--- config.mk ---
export PLATFORM = sky130hd
export DESIGN_NAME = serial_console_start_command_printer
export DESIGN_NICKNAME = d
export VERILOG_FILES = /design/src/sv/sccp_pkg.sv /design/src/sv/sccp_ram.sv /design/src/sv/sccp_dp.sv /design/src/sv/sccp_ctrl.sv /design/src/sv/serial_console_start_command_printer.sv
export SDC_FILE = /design/constraint.sdc
export NUM_CORES = 1
export LEC_CHECK = 0
export BUFFER_PORTS_ARGS = -buffer_cell sky130_fd_sc_hd__buf_2
export CAP_MARGIN = 20
export CORE_MARGIN = 4
export CORE_UTILIZATION = 55
export CTS_BUF_LIST = sky130_fd_sc_hd__clkbuf_4 sky130_fd_sc_hd__clkbuf_8
export CTS_CLUSTER_DIAMETER = 50
export DETAILED_ROUTE_END_ITERATION = 6
export MAX_ROUTING_LAYER = met4
export PLACE_DENSITY = 0.74
export SKIP_LAST_GASP = 1
export SYNTH_ARGS = -nofsm -noshare
export SYNTH_HDL_FRONTEND = slang
export SYNTH_SLANG_ARGS = --single-unit
--- constraint.sdc ---
create_clock -name clk -period 6.5 [get_ports clk]
set_input_delay 0.975 -clock clk [delete_from_list [all_inputs] [get_ports clk]]
set_output_delay 0.975 -clock clk [all_outputs]
set_load 0.005 [all_outputs]
--- src/sv/sccp_pkg.sv ---
package sccp_pkg;

  // Command line storage
  localparam int LINE_DEPTH = 128;
  localparam int ADDR_W     = $clog2(LINE_DEPTH);
  localparam int LEN_W      = $clog2(LINE_DEPTH + 1);

  // Character codes
  localparam logic [7:0] KEY_ENTER     = 8'd13;
  localparam logic [7:0] KEY_BACKSPACE = 8'd8;
  localparam logic [7:0] CH_LF         = 8'd10;
  localparam logic [7:0] CH_CR         = 8'd13;
  localparam logic [7:0] CH_ZERO       = 8'd48;

  // "start" command
  localparam int START_LEN = 5;
  localparam int IDX_W     = $clog2(START_LEN);

  // Decimal conversion: floor(v / 10) = (v * RECIP10) >> 35 for any 32-bit v
  localparam int          DIG_N     = 10;
  localparam int          CNT_W     = $clog2(DIG_N + 1);
  localparam logic [31:0] RECIP10   = 32'hCCCC_CCCD;
  localparam int          RECIP_SH  = 35;

  typedef enum logic [1:0] {
    SEL_ECHO  = 2'd0,
    SEL_LF    = 2'd1,
    SEL_CR    = 2'd2,
    SEL_DIGIT = 2'd3
  } tx_sel_t;

  // Controller -> datapath
  typedef struct packed {
    logic    load_item;
    logic    chk_step;
    logic    line_update;
    logic    conv_mul;
    logic    conv_step;
    logic    pop;
    logic    emit;
    logic    emit_last;
    tx_sel_t emit_sel;
  } cmd_t;

  // Datapath -> controller
  typedef struct packed {
    logic in_sample;     // request at the port is a sample
    logic in_enter_chk;  // request at the port is Enter that needs the "start" check
    logic display;
    logic chk_last;
    logic go_start;
    logic conv_end;
    logic dig_last;
    logic out_free;
  } status_t;

  function automatic logic [7:0] start_char(input logic [IDX_W-1:0] i);
    logic [7:0] c;
    case (i)
      3'd0:    c = 8'h73;  // s
      3'd1:    c = 8'h74;  // t
      3'd2:    c = 8'h61;  // a
      3'd3:    c = 8'h72;  // r
      3'd4:    c = 8'h74;  // t
      default: c = 8'h00;
    endcase
    return c;
  endfunction

endpackage

--- src/sv/sccp_ram.sv ---
module sccp_ram #(
  parameter int WIDTH = 8,
  parameter int DEPTH = 128
) (
  input  logic                     clk,
  input  logic                     wr_en,
  input  logic [$clog2(DEPTH)-1:0] wr_addr,
  input  logic [WIDTH-1:0]         wr_data,
  input  logic [$clog2(DEPTH)-1:0] rd_addr,
  output logic [WIDTH-1:0]         rd_data
);

  logic [WIDTH-1:0] mem [DEPTH];

  always_ff @(posedge clk) begin
    if (wr_en) begin
      mem[wr_addr] <= wr_data;
    end
    rd_data <= mem[rd_addr];
  end

endmodule

--- src/sv/sccp_dp.sv ---
module sccp_dp (
  input  logic              clk,
  input  logic              rst,
  input  logic              mode,
  input  logic [7:0]        rx_char,
  input  logic [31:0]       sample_value,
  input  sccp_pkg::cmd_t    cmd,
  output sccp_pkg::status_t st,
  input  logic              result_ready,
  output logic              result_valid,
  output logic [7:0]        tx_byte,
  output logic              last
);
  import sccp_pkg::*;

  logic [7:0]         chr;
  logic [31:0]        v;
  logic [63:0]        prod;
  logic [4*DIG_N-1:0] stack;
  logic [CNT_W-1:0]   cnt;
  logic [IDX_W-1:0]   idx;
  logic               match;
  logic [LEN_W-1:0]   length;
  logic               display;

  logic               wr_en;
  logic [ADDR_W-1:0]  rd_addr;
  logic [7:0]         rd_data;
  logic [31:0]        q;
  logic [31:0]        qx10;
  logic [31:0]        rem;
  logic               chr_enter;
  logic               chr_bksp;
  logic [7:0]         byte_mux;

  // Line store
  assign wr_en   = cmd.line_update && !chr_enter && !chr_bksp;
  assign rd_addr = {{(ADDR_W-IDX_W){1'b0}}, idx};

  sccp_ram #(
    .WIDTH (8),
    .DEPTH (LINE_DEPTH)
  ) u_line (
    .clk     (clk),
    .wr_en   (wr_en),
    .wr_addr (length[ADDR_W-1:0]),
    .wr_data (chr),
    .rd_addr (rd_addr),
    .rd_data (rd_data)
  );

  // Divide-by-ten step from the registered product
  assign q    = {{(32-(64-RECIP_SH)){1'b0}}, prod[63:RECIP_SH]};
  assign qx10 = (q << 3) + (q << 1);
  assign rem  = v - qx10;

  assign chr_enter = (chr == KEY_ENTER);
  assign chr_bksp  = (chr == KEY_BACKSPACE);

  // Status
  always_comb begin
    st.in_sample    = mode;
    st.in_enter_chk = (rx_char == KEY_ENTER) && !display && (length == LEN_W'(START_LEN));
    st.display      = display;
    st.chk_last     = (idx == IDX_W'(START_LEN - 1));
    st.go_start     = chr_enter && !display && (length == LEN_W'(START_LEN)) && match;
    st.conv_end     = (q == 32'd0) || (cnt == CNT_W'(DIG_N - 1));
    st.dig_last     = (cnt == CNT_W'(1));
    st.out_free     = !result_valid || result_ready;
  end

  // Request capture, start check and decimal conversion
  always_ff @(posedge clk) begin
    if (cmd.load_item) begin
      chr   <= rx_char;
      v     <= sample_value;
      cnt   <= '0;
      idx   <= '0;
      match <= 1'b1;
    end
    if (cmd.chk_step) begin
      match <= match && (rd_data == start_char(idx));
      idx   <= idx + 1'b1;
    end
    if (cmd.conv_mul) begin
      prod <= 64'(v) * 64'(RECIP10);
    end
    if (cmd.conv_step) begin
      stack <= {stack[4*DIG_N-5:0], rem[3:0]};
      v     <= q;
      cnt   <= cnt + 1'b1;
    end
    if (cmd.pop) begin
      stack <= {4'd0, stack[4*DIG_N-1:4]};
      cnt   <= cnt - 1'b1;
    end
  end

  // Line length and display flag
  always_ff @(posedge clk) begin
    if (rst) begin
      length  <= '0;
      display <= 1'b0;
    end else if (cmd.load_item) begin
      // full line wraps to empty before the character is handled
      if (!mode && (length >= LEN_W'(LINE_DEPTH))) begin
        length <= '0;
      end
    end else if (cmd.line_update) begin
      if (chr_enter) begin
        length  <= '0;
        display <= st.go_start;
      end else if (chr_bksp) begin
        if (length != '0) begin
          length <= length - 1'b1;
        end
      end else begin
        length <= length + 1'b1;
      end
    end
  end

  // Output byte select
  always_comb begin
    case (cmd.emit_sel)
      SEL_ECHO:  byte_mux = chr;
      SEL_LF:    byte_mux = CH_LF;
      SEL_CR:    byte_mux = CH_CR;
      SEL_DIGIT: byte_mux = CH_ZERO + {4'd0, stack[3:0]};
      default:   byte_mux = chr;
    endcase
  end

  // Output register
  always_ff @(posedge clk) begin
    if (rst) begin
      result_valid <= 1'b0;
    end else if (cmd.emit) begin
      result_valid <= 1'b1;
    end else if (result_ready) begin
      result_valid <= 1'b0;
    end
  end

  always_ff @(posedge clk) begin
    if (cmd.emit) begin
      tx_byte <= byte_mux;
      last    <= cmd.emit_last;
    end
  end

endmodule

--- src/sv/sccp_ctrl.sv ---
module sccp_ctrl (
  input  logic              clk,
  input  logic              rst,
  input  logic              item_valid,
  output logic              item_ready,
  input  sccp_pkg::status_t st,
  output sccp_pkg::cmd_t    cmd
);
  import sccp_pkg::*;

  typedef enum logic [8:0] {
    S_IDLE    = 9'b000000001,
    S_CHK_RD  = 9'b000000010,
    S_CHK_CMP = 9'b000000100,
    S_ECHO    = 9'b000001000,
    S_LF      = 9'b000010000,
    S_CR      = 9'b000100000,
    S_MUL     = 9'b001000000,
    S_DIV     = 9'b010000000,
    S_DIGIT   = 9'b100000000
  } state_t;

  state_t state, state_next;

  always_ff @(posedge clk) begin
    if (rst) begin
      state <= S_IDLE;
    end else begin
      state <= state_next;
    end
  end

  // Sequencing
  always_comb begin
    state_next = state;
    cmd        = '0;
    item_ready = 1'b0;
    case (state)
      S_IDLE: begin
        item_ready = 1'b1;
        if (item_valid) begin
          cmd.load_item = 1'b1;
          if (st.in_sample) begin
            // samples are dropped while display is off
            if (st.display) begin
              state_next = S_MUL;
            end
          end else if (st.in_enter_chk) begin
            state_next = S_CHK_RD;
          end else begin
            state_next = S_ECHO;
          end
        end
      end
      S_CHK_RD: begin
        state_next = S_CHK_CMP;
      end
      S_CHK_CMP: begin
        cmd.chk_step = 1'b1;
        state_next   = st.chk_last ? S_ECHO : S_CHK_RD;
      end
      S_ECHO: begin
        if (st.out_free) begin
          cmd.emit        = 1'b1;
          cmd.emit_sel    = SEL_ECHO;
          cmd.emit_last   = !st.go_start;
          cmd.line_update = 1'b1;
          state_next      = st.go_start ? S_LF : S_IDLE;
        end
      end
      S_LF: begin
        if (st.out_free) begin
          cmd.emit     = 1'b1;
          cmd.emit_sel = SEL_LF;
          state_next   = S_CR;
        end
      end
      S_CR: begin
        if (st.out_free) begin
          cmd.emit      = 1'b1;
          cmd.emit_sel  = SEL_CR;
          cmd.emit_last = 1'b1;
          state_next    = S_IDLE;
        end
      end
      S_MUL: begin
        cmd.conv_mul = 1'b1;
        state_next   = S_DIV;
      end
      S_DIV: begin
        cmd.conv_step = 1'b1;
        state_next    = st.conv_end ? S_DIGIT : S_MUL;
      end
      S_DIGIT: begin
        if (st.out_free) begin
          cmd.emit     = 1'b1;
          cmd.emit_sel = SEL_DIGIT;
          cmd.pop      = 1'b1;
          state_next   = st.dig_last ? S_LF : S_DIGIT;
        end
      end
      default: begin
        state_next = S_IDLE;
      end
    endcase
  end

endmodule

--- src/sv/serial_console_start_command_printer.sv ---
// Serial console command printer.
// Request channel (item_valid/item_ready): mode 0 carries a received character in
// rx_char, mode 1 a sample in sample_value. Result channel (result_valid/
// result_ready) carries one tx_byte per transfer; last marks the final byte of a
// request. A character is taken in S_IDLE and echoed from S_ECHO once the output
// register is free; the next request can be taken in the cycle after the echo is
// issued. Enter on a five-character line with display off first reads the five
// stored bytes; on "start" it then adds LF, CR. A sample, while display is on,
// runs one divide-by-ten step per S_MUL/S_DIV pass (multiply by reciprocal, then
// subtract), up to 10 digits, then sends the digits most significant first and
// LF, CR at one byte per cycle while result_ready stays high. A sample while
// display is off is dropped in the cycle it is taken.
// The controller handles one request at a time; item_ready is high whenever it is
// idle, even while the last byte still waits in the output register.
// A stalled receiver holds the output register and the byte sequencer waits.
// Reset clears the line length, turns display off and empties the output; the
// line store itself is not cleared.
module serial_console_start_command_printer (
  input  logic        clk,
  input  logic        rst,
  input  logic        item_valid,
  output logic        item_ready,
  input  logic        mode,
  input  logic [7:0]  rx_char,
  input  logic [31:0] sample_value,
  output logic        result_valid,
  input  logic        result_ready,
  output logic [7:0]  tx_byte,
  output logic        last
);
  import sccp_pkg::*;

  cmd_t    cmd;
  status_t st;

  sccp_ctrl u_ctrl (
    .clk        (clk),
    .rst        (rst),
    .item_valid (item_valid),
    .item_ready (item_ready),
    .st         (st),
    .cmd        (cmd)
  );

  sccp_dp u_dp (
    .clk          (clk),
    .rst          (rst),
    .mode         (mode),
    .rx_char      (rx_char),
    .sample_value (sample_value),
    .cmd          (cmd),
    .st           (st),
    .result_ready (result_ready),
    .result_valid (result_valid),
    .tx_byte      (tx_byte),
    .last         (last)
  );

endmodule

==> run summary <==
### Status
* run status: finished with violations
* failing checks: negative setup slack

### Synth
* count of warnings emitted by yosys: 0
* sequential fraction of the synthesis area: 0.2386
* Async S/R FF share, synth: 0
* top cell types by occurrence after synthesis: sky130_fd_sc_hd__inv_1, sky130_fd_sc_hd__fa_1, sky130_fd_sc_hd__ha_1, sky130_fd_sc_hd__nand2_1, sky130_fd_sc_hd__edfxtp_1
* number of enable flip-flop cells after synthesis: 183
* fraction of synthesized cell area taken by the top area cell type: 0.2993
* leading area contributor after synthesis: sky130_fd_sc_hd__fa_1
* Distinct cells, synth: 76
* cell count after synthesis: 2425
* Yosys reg bits: 217
* Mapped Nets: 3221
* most instantiated library cell after synthesis: sky130_fd_sc_hd__inv_1
* mean cell area of the mapped netlist: 10.67 µm²
* top post-synthesis cells by area: sky130_fd_sc_hd__fa_1, sky130_fd_sc_hd__edfxtp_1, sky130_fd_sc_hd__ha_1
* Mapped Area: 0.02588 mm²
* ys flop type: sky130_fd_sc_hd__edfxtp_1

### Setup path
* worst reg-to-reg path cell count: 24
* reg-to-reg critical path endpoint: u_dp.prod[61]$_DFFE_PP_
* worst flop-to-flop path startpoint: u_dp.v[14]$_DFFE_PP_
* WP data required: 6.81 ns
* reg2reg setup slack: -0.60 ns
* Startpoint Class: flip-flop
* class of the most critical setup path: reg2reg
* Data arrival, critical path: 7.41 ns
* endpoint class of the critical path: flip-flop
* maximum net fanout on the critical path: 3

### STA
* final-layout setup total negative slack: -11.13 ns
* maximum clock frequency: 0.1409 GHz
* final number of setup-violating endpoints: 28
* final hold viol count: 0
* Final WS setup: -0.5971 ns
* minimum period implied by the final worst setup slack: 7.097 ns
* setup clock skew after layout: 0.01822 ns
* worst relative slew slack: 0.2571
* Slew Limit Fails: 0
* setup repair after global routing missed its margin: true
* Least-Margin Pin Slew: 1.114 ns
* final clock period utilization by the worst path: 1.092

### Drt
* First-pass DRT Iterations: 6
* detailed-route wire length per cell: 21.97 µm
* DR DRC count: 0
* Final Routed Wirelength: 76550 µm
* Vias per Instance: 5.516
* via count of the routed design: 19220
* iteration-0 DRC count of the detailed router: 1583
* Post-DRT Antenna Nets: 0

### Global routing
* global-route wire length before repair: 119300 µm
* combined global-route utilization of all metal layers: 0.3197
* initial antenna violation count: 1
* via count of the first global-routing pass: 20740
* maximum number of pins on one net before global-route repair: 49
* residual overflow from global routing: 0

### Clock network
* worst-skew pair later-pin latency: 0.56 ns
* total clock buffers created by CTS: 39
* clock transition at the registers of the reported paths: 0.07 ns
* TritonCTS clock tree: done
* CTS Sinks: 217
* worst-case clock buffer depth: 3
* clock root buffer: sky130_fd_sc_hd__clkbuf_8
* number of levels the H-tree was split into: 2

### Worst hold path
* Worst Hold Path Cells: 2
* worst hold-check path type: reg2reg
* worst min-delay path startpoint: u_dp.stack[36]$_SDFFE_PP0P_
* Endpoint, Worst Hold: u_dp.stack[36]$_SDFFE_PP0P_

### Floorplanning
* CORE AREA: 0.04656 mm²
* total I/O pin count: 56
* DIE WIDTH: 224.9 µm
* Chip Height: 224.9 µm
* Initial Utilization: 0.5560
* die area: 0.05060 mm²
* row cnt: 79

### Placement
* total of buffers placed on input and output ports: 55
* HPWL reported at the end of detailed placement: 65330 µm
* final weighted congestion of routability-driven global placement: 1.044

### Final layout
* fraction of final layout cells sized beyond drive strength 1: 0.2283
* # nets final: 3643
* FILL cells: 3487
* area added between synthesis and finish: 20.96%
* antenna diode count: 0

### Run
* number of max-cap violations: 0

==> how the worst max path moves through the flow <==
stage / slack [ns] / depth (start not counted) / startpoint / end
2_1_floorplan: -0.07 / 24 / u_dp.v[10]$_DFFE_PP_ / u_dp.prod[62]$_DFFE_PP_
3_3_place_gp: -0.98 / 26 / u_dp.v[8]$_DFFE_PP_ / u_dp.prod[49]$_DFFE_PP_
3_5_place_dp: -1.01 / 26 / u_dp.v[8]$_DFFE_PP_ / u_dp.prod[49]$_DFFE_PP_
4_1_cts: -0.53 / 24 / u_dp.v[15]$_DFFE_PP_ / u_dp.prod[62]$_DFFE_PP_
5_1_grt: -0.73 / 24 / u_dp.v[12]$_DFFE_PP_ / u_dp.prod[63]$_DFFE_PP_
6_report: -0.60 / 24 / u_dp.v[14]$_DFFE_PP_ / u_dp.prod[61]$_DFFE_PP_
==> per-stage QoR <==
stage | area, µm² | instances | setup WS, ns | utilization | hold WS (ns)
2_1_floorplan | 26170 | 2425 | -0.07204 | - | 0.4362
3_3_place_gp | 29560 | 3382 | -0.9789 | 0.6349 | 0.4443
3_5_place_dp | 29570 | 3384 | -1.010 | 0.6351 | 0.4549
4_1_cts | 31040 | 3476 | -0.5311 | 0.6667 | 0.4638
5_1_grt | 31310 | 3485 | -0.7299 | 0.6725 | 0.4963
6_report | 31310 | 3485 | -0.5971 | 0.6725 | 0.4640
==> state kept, by name, indices dropped and copies added, names as in the netlist <==
register,flops
u_dp.u_line.rd_data,8
u_dp.stack,40
u_ctrl.state,9
u_dp.match,1
u_dp.prod,29
u_dp.idx,3
u_dp.tx_byte,8
u_dp.result_valid,1
u_dp.display,1
u_dp.u_line.mem,64
u_dp.length,8
u_dp.v,32
u_dp.cnt,4
u_dp.chr,8
u_dp.last,1
==> layout by cell type (no fill, tap or decap), types with 14 or more instances in the layout <==
cell	n
sky130_fd_sc_hd__edfxtp_1	183
sky130_fd_sc_hd__nand3_1	17
sky130_fd_sc_hd__buf_4	347
sky130_fd_sc_hd__nor2_1	66
sky130_fd_sc_hd__a21o_1	52
sky130_fd_sc_hd__ha_1	325
sky130_fd_sc_hd__nand4_1	14
sky130_fd_sc_hd__buf_2	57
sky130_fd_sc_hd__mux4_2	17
sky130_fd_sc_hd__clkbuf_8	40
sky130_fd_sc_hd__nand2_1	282
sky130_fd_sc_hd__dfxtp_1	34
sky130_fd_sc_hd__xor2_1	44
sky130_fd_sc_hd__a21oi_1	74
sky130_fd_sc_hd__buf_6	15
sky130_fd_sc_hd__o21ai_0	34
sky130_fd_sc_hd__a21oi_2	18
sky130_fd_sc_hd__inv_1	532
sky130_fd_sc_hd__xnor2_1	44
sky130_fd_sc_hd__nor3_1	14
sky130_fd_sc_hd__fa_1	374
sky130_fd_sc_hd__ha_4	30
==> routing by layer <==
layer  part of all wire  GRT usage  wire (µm)
met4              0.036    0.08735       2734
met1               0.42     0.4334      32220
met5                  0          -          0
met3              0.072    0.05484       5521
met2               0.47     0.5055      36070
==> cells by family after synthesis <==
kind of cell	after synthesis	share of synthesized area
flip-flops	217	0.2386
adder cells (fa/ha/maj)	751	0.4753
multiplexers	17	0.01479
XOR/XNOR	92	0.03113
AND/OR/NAND/NOR	500	0.08909
buffers and inverters	586	0.08508
AO/OA/AOI/OAI	262	0.06603
==> what timing repair did <==
| item | 4_1_cts | 5_1_grt |
|---|---|---|
| pin swaps | 68 | 49 |
| resized for setup | 110 | 45 |
| endpoints found under the setup margin | 29 | 29 |
| hold buffers | 0 | 0 |
| gates cloned | 0 | 0 |
| buffers inserted | 23 | 11 |
==> area by class of cell <==
class,count,area (µm²),share of cell area
clock buffers,48,610.6,0.01950
clock inverters,24,186.4,0.005955
inverters,546,2052,0.06554
multi-input cells,1622,18420,0.5885
flip-flops and latches,217,6176,0.1973
well taps,607,759.5,0.02426
repair buffers,421,3099,0.09899
==> worst max-delay path, cell delays in order (launching register included) <==
cell and delay (ns):
sky130_fd_sc_hd__edfxtp_1 0.41, sky130_fd_sc_hd__buf_6 0.15, sky130_fd_sc_hd__ha_4 0.26, sky130_fd_sc_hd__inv_2 0.04
sky130_fd_sc_hd__fa_1 0.48, sky130_fd_sc_hd__inv_1 0.06, sky130_fd_sc_hd__fa_1 0.62, sky130_fd_sc_hd__inv_2 0.06
sky130_fd_sc_hd__fa_1 0.50, sky130_fd_sc_hd__inv_2 0.04, sky130_fd_sc_hd__fa_1 0.48, sky130_fd_sc_hd__fa_1 0.60
sky130_fd_sc_hd__fa_2 0.47, sky130_fd_sc_hd__fa_2 0.58, sky130_fd_sc_hd__ha_4 0.22, sky130_fd_sc_hd__nand2_4 0.08
sky130_fd_sc_hd__nor2_1 0.06, sky130_fd_sc_hd__a21o_1 0.21, sky130_fd_sc_hd__or4b_4 0.58, sky130_fd_sc_hd__a21oi_4 0.29
sky130_fd_sc_hd__a31oi_4 0.16, sky130_fd_sc_hd__nand4_4 0.13, sky130_fd_sc_hd__a21oi_4 0.09, sky130_fd_sc_hd__buf_4 0.15
sky130_fd_sc_hd__xor2_1 0.13
Power is left out: the tool's default activity adds up to more than one toggle a clock period on the data nets, which glitch-free logic cannot reach.
